## config.mk

```make
export PLATFORM = sky130hd
export DESIGN_NAME = kep_ram
export DESIGN_NICKNAME = d
export VERILOG_FILES = /design/src/sv/kep_ram.sv
export SDC_FILE = /design/constraint.sdc
export NUM_CORES = 2
export LEC_CHECK = 0
export ABC_AREA = 0
export BUFFER_PORTS_ARGS = -buffer_cell sky130_fd_sc_hd__buf_4
export CORE_MARGIN = 8
export CORE_UTILIZATION = 30
export CTS_BUF_LIST = sky130_fd_sc_hd__clkbuf_8
export CTS_CLUSTER_SIZE = 28
export DETAILED_ROUTE_END_ITERATION = 16
export GPL_ROUTABILITY_DRIVEN = 0
export PLACE_DENSITY = 0.53
export REMOVE_ABC_BUFFERS = 1
export SETUP_SLACK_MARGIN = 0.4
export SLEW_MARGIN = 30
export SYNTH_ARGS = -nofsm -noshare
export SYNTH_HDL_FRONTEND = slang
export SYNTH_SLANG_ARGS = --single-unit
export TNS_END_PERCENT = 30
```

## constraint.sdc

```tcl
create_clock -name clk -period 2.6 [get_ports clk]
set_input_delay 0.26 -clock clk [delete_from_list [all_inputs] [get_ports clk]]
set_output_delay 0.26 -clock clk [all_outputs]
set_load 0.01 [all_outputs]
```

## src/sv/kep_ram.sv

```systemverilog
// Generic simple dual-port RAM: one write port, one read port with
// registered read data. Used for both byte pools. No dependencies.
module kep_ram #(
  parameter int WIDTH = 8,
  parameter int DEPTH = 256
) (
  input  logic                     clk,
  input  logic                     we,
  input  logic [$clog2(DEPTH)-1:0] waddr,
  input  logic [WIDTH-1:0]         wdata,
  input  logic [$clog2(DEPTH)-1:0] raddr,
  output logic [WIDTH-1:0]         rdata
);

  logic [WIDTH-1:0] mem [DEPTH];
  logic [WIDTH-1:0] rdata_r;

  // Write port
  always_ff @(posedge clk) begin
    if (we) begin
      mem[waddr] <= wdata;
    end
  end

  // Registered read port
  always_ff @(posedge clk) begin
    rdata_r <= mem[raddr];
  end

  assign rdata = rdata_r;

endmodule

```

; Word-level counts from Yosys, hierarchy flattened
; Memory sizes are Yosys's and may differ from the RTL's. A register that Yosys moved wholly into a read port is not among the register bits.
; Cells that the tools add are included.
[classes]
muxes = 2
[op_table]
columns = cell, n
row1 = $mux W1, 2
[totals]
regBits = 0
ram_bits = 2048
in_bits = 26
output_inout_bits = 8
wordCells = 3
n_memories = 1
[memory_table]
columns = name, words, word_bits, rd, rd_ports_with_merged_regs, wr, line_no
row1 = mem, 256, 8, 1, 1, 1, 15  ; logic [WIDTH-1:0] mem [DEPTH];

; Depth between registers and ports, before layout
[logic_depth]
ltp_word = 2
depth_mapped = 11
ltp_nobuf = 6

; Worst setup path before layout
; Ideal clock, no wire load.
[synth_timing]
path_kind = in2reg
from = in raddr[0]
to = reg rdata_r[2] (netlist: rdata[2]) (read register of mem)
setup_ns = 0.131
t_arrival_ns = 2.067
required_ns = 2.469
slack_ns = 0.402
path_stages = 9
path_buffers = 4
path_cell_list = buf_6 -> buf_12 -> buf_8 -> buf_2 -> mux4_2 -> a22oi_1 -> a21oi_1 -> nor4_1 -> nor4_2
[synth_rtl]
columns = element, line_no
row1 = start: declaration, 11  ; input logic [$clog2(DEPTH)-1:0] raddr,
row2 = end: declaration, 16  ; logic [WIDTH-1:0] rdata_r;

==> impl_metrics.yaml <==
cts:
  cts_buffer_depth: 4
  cts_setup_buffers: 0
  insertion_delay_ns: 1.04
  cts_buffers: 360
  htree_levels: 5
  tritoncts: "done"
  clock-sinks: 2056
  cts_root_buf: "clkbuf_8"
  clk_pin_slew_ns: 0.06
synthesis:
  synth_edf_count: 2048
  ys_seq_area_share_pct: 77.5
  synthTopCellsByCount: "edfxtp_1, mux4_2, nor2_1"
  synth_area_um2: 79600
  ys.flop_type: "edfxtp_1"
  syn_avg_cell_area_um2: 21.3
  async_reset_ff_share_pct: 0
  netlist-cell-type-count: 55
  yosysWarnings: 0
  yosys-top-cells-area: "edfxtp_1, mux4_2, mux2i_1"
  synth_top_area_cell: "edfxtp_1"
  yosysMostFrequentCell: "edfxtp_1"
  syn_inst: 3733
  synth_seq_cells: 2056
  synth_top_area_share_pct: 77.3
timing:
  rsz0062_at_grt: "yes"
  setup-tns-final_ns: 0
  hold_violations: 0
  final.period_utilization_pct: 91.7
  clock_skew_ns: 0.0730
  tightestPinTransition_ns: 0.798
  max_freq_mhz: 420
  slew_headroom_pct: 46.8
  fin_crit_ns: 2.38
  setup_slack_ns: 0.217
  setup-violations-final: 0
  drv_slew: 0
worst_hold_path:
  min_path_type: "in2reg"
  whs_path_depth: 7
  min-delay-start: "raddr[7]"
  holdPathEnd: "rdata[2]$_DFF_P_"
placed_design:
  place_hpwl_mm: 139
  io_buffers: 33
  dp_slack_ns: -1.15
routing:
  ant_nets: 0
  drt-initial-drc-count: 4055
  routedWlPerCell_um: 25.6
  drcViolationCount: 0
  vias: 41100
  first_pass_iters: 6
  wl_mm: 215
  vias_per_cell: 4.89
critical_path:
  start_kind: "flip-flop"
  crit_type: "reg2reg"
  r2r_end: "rdata[0]$_DFF_P_"
  cp_max_fo: 1
  rr_startpoint: "mem[83][0]$_DFFE_PP_"
  endpoint_kind: "flip-flop"
  required_ns: 3.51
  r2r_cells: 6
  reg2reg_slack_ns: 0.22
  arrival_ns: 3.29
grt:
  grt.total_usage_pct: 15.0
  grt_pass1_vias: 42600
  grt-ovfl-total: 0
  grt_pass1_wl_mm: 310
  grt_max_degree: 102
  antenna_found_initial: 12
floorplanning:
  dieArea_um2: 282000
  core_area_um2: 264000
  initial_core_util_pct: 30.1
  die_y_um: 531
  die_w_um: 531
  io_pins: 34
  fp-row-count: 189
pwr:
  p_leak_nw: 31.1
  total_power_mw: 67.0
  p_per_area_nw_per_um2: 699
  ir_drop_uv: 484
outcome:
  status: "finished, final reports clean"
final_layout:
  syn_to_final_growth_pct: 20.5
  drive_above_1_share_pct: 34.3
  final_nets: 4655
  finalCoreUtilization_pct: 36.3
  nFillCells: 24500
flow_run:
  maxCapViolations: 0
[power by group]
group / total [mW] / switching (mW) / internal (mW)
combinational: 3.98 / 2.36 / 1.62
sequential: 36.6 / 0.0744 / 36.6
clock: 26.4 / 12.8 / 13.7
[layer usage]
layer  global-route usage [%]  routed length (um)  vias to the layer above
li1                         -                   -                    17500
met4                     4.18                5200                        2
met3                     2.70               11400                      372
met2                     25.0              106000                     1262
met1                     20.2               92400                    22000
met5                        0                   9                        -
[critical path: stages (launching register included)]
cell and delay, ns:
edfxtp_1 0.36, mux4_2 0.48, mux4_2 0.57, nor2b_4 0.18, nor4_4 0.40, buf_4 0.23
nor4_2 0.05
[sequential cells by signal (all words and copies together), names as in the netlist]
register / count
rdata: 8
mem: 2048
[logic make-up (layout without fill, tap and decap cells)]
group	Yosys count	count (layout)	share of synthesized area, %
buffers and inverters	235	1380	1.83
AOI/OAI and AO/OA	385	385	3.42
other	0	3	0
DFF	2056	2056	77.5
and+or+nand+nor	466	466	2.63
muxes	591	591	14.6
[layout by cell type, fill, tap and decap left out, drive strengths merged, types with 28 or more instances in the layout]
master / count
clkinv: 121
edfxtp: 2048
nand2: 33
mux4: 456
inv: 107
a22oi: 133
nor2b: 31
clkbuf: 372
nor2: 282
mux2i: 134
nand3: 34
a21oi: 96
o22ai: 28
o221ai: 47
buf: 745
[how the worst max path moves through the flow]
stage / start / endpoint / slack [ns]
global placement: raddr[0] / rdata[3]$_DFF_P_ / -1.38
floorplan: raddr[2] / rdata[6]$_DFF_P_ / -0.07
global route: mem[83][0]$_DFFE_PP_ / rdata[0]$_DFF_P_ / 0.17
detailed placement: raddr[0] / rdata[5]$_DFF_P_ / -1.15
CTS: mem[83][0]$_DFFE_PP_ / rdata[0]$_DFF_P_ / 0.21
finish: mem[83][0]$_DFFE_PP_ / rdata[0]$_DFF_P_ / 0.22
[final cells by class]
class	count	area [um2]	area share [%]
tap	3533	4420	4.61
clock buffer	372	5120	5.34
timing repair buffer	767	6780	7.07
sequential	2056	61700	64.3
clock inverter	239	1120	1.17
multi-input combinational	1442	16800	17.5
inverter	2	7.51	0.00783
antenna	3	7.51	0.00783
[stage by stage]
step	cell area [um2]	std cells	hold WS, ns
global route	95900	8414	0.0946
CTS	95800	8411	0.0176
global placement	89100	7778	0.693
floorplan	78100	3500	0.359
detailed placement	89200	7778	0.697
finish	95900	8414	0.107
[repair_timing]
item                        CTS  global route
setup endpoints to repair    10            10
hold buffers                 22             0
pin swaps                    10             3
hold endpoints to repair   2105             0
resized for setup            28             9
No activity file was read; power rests on OpenSTA's default activity.
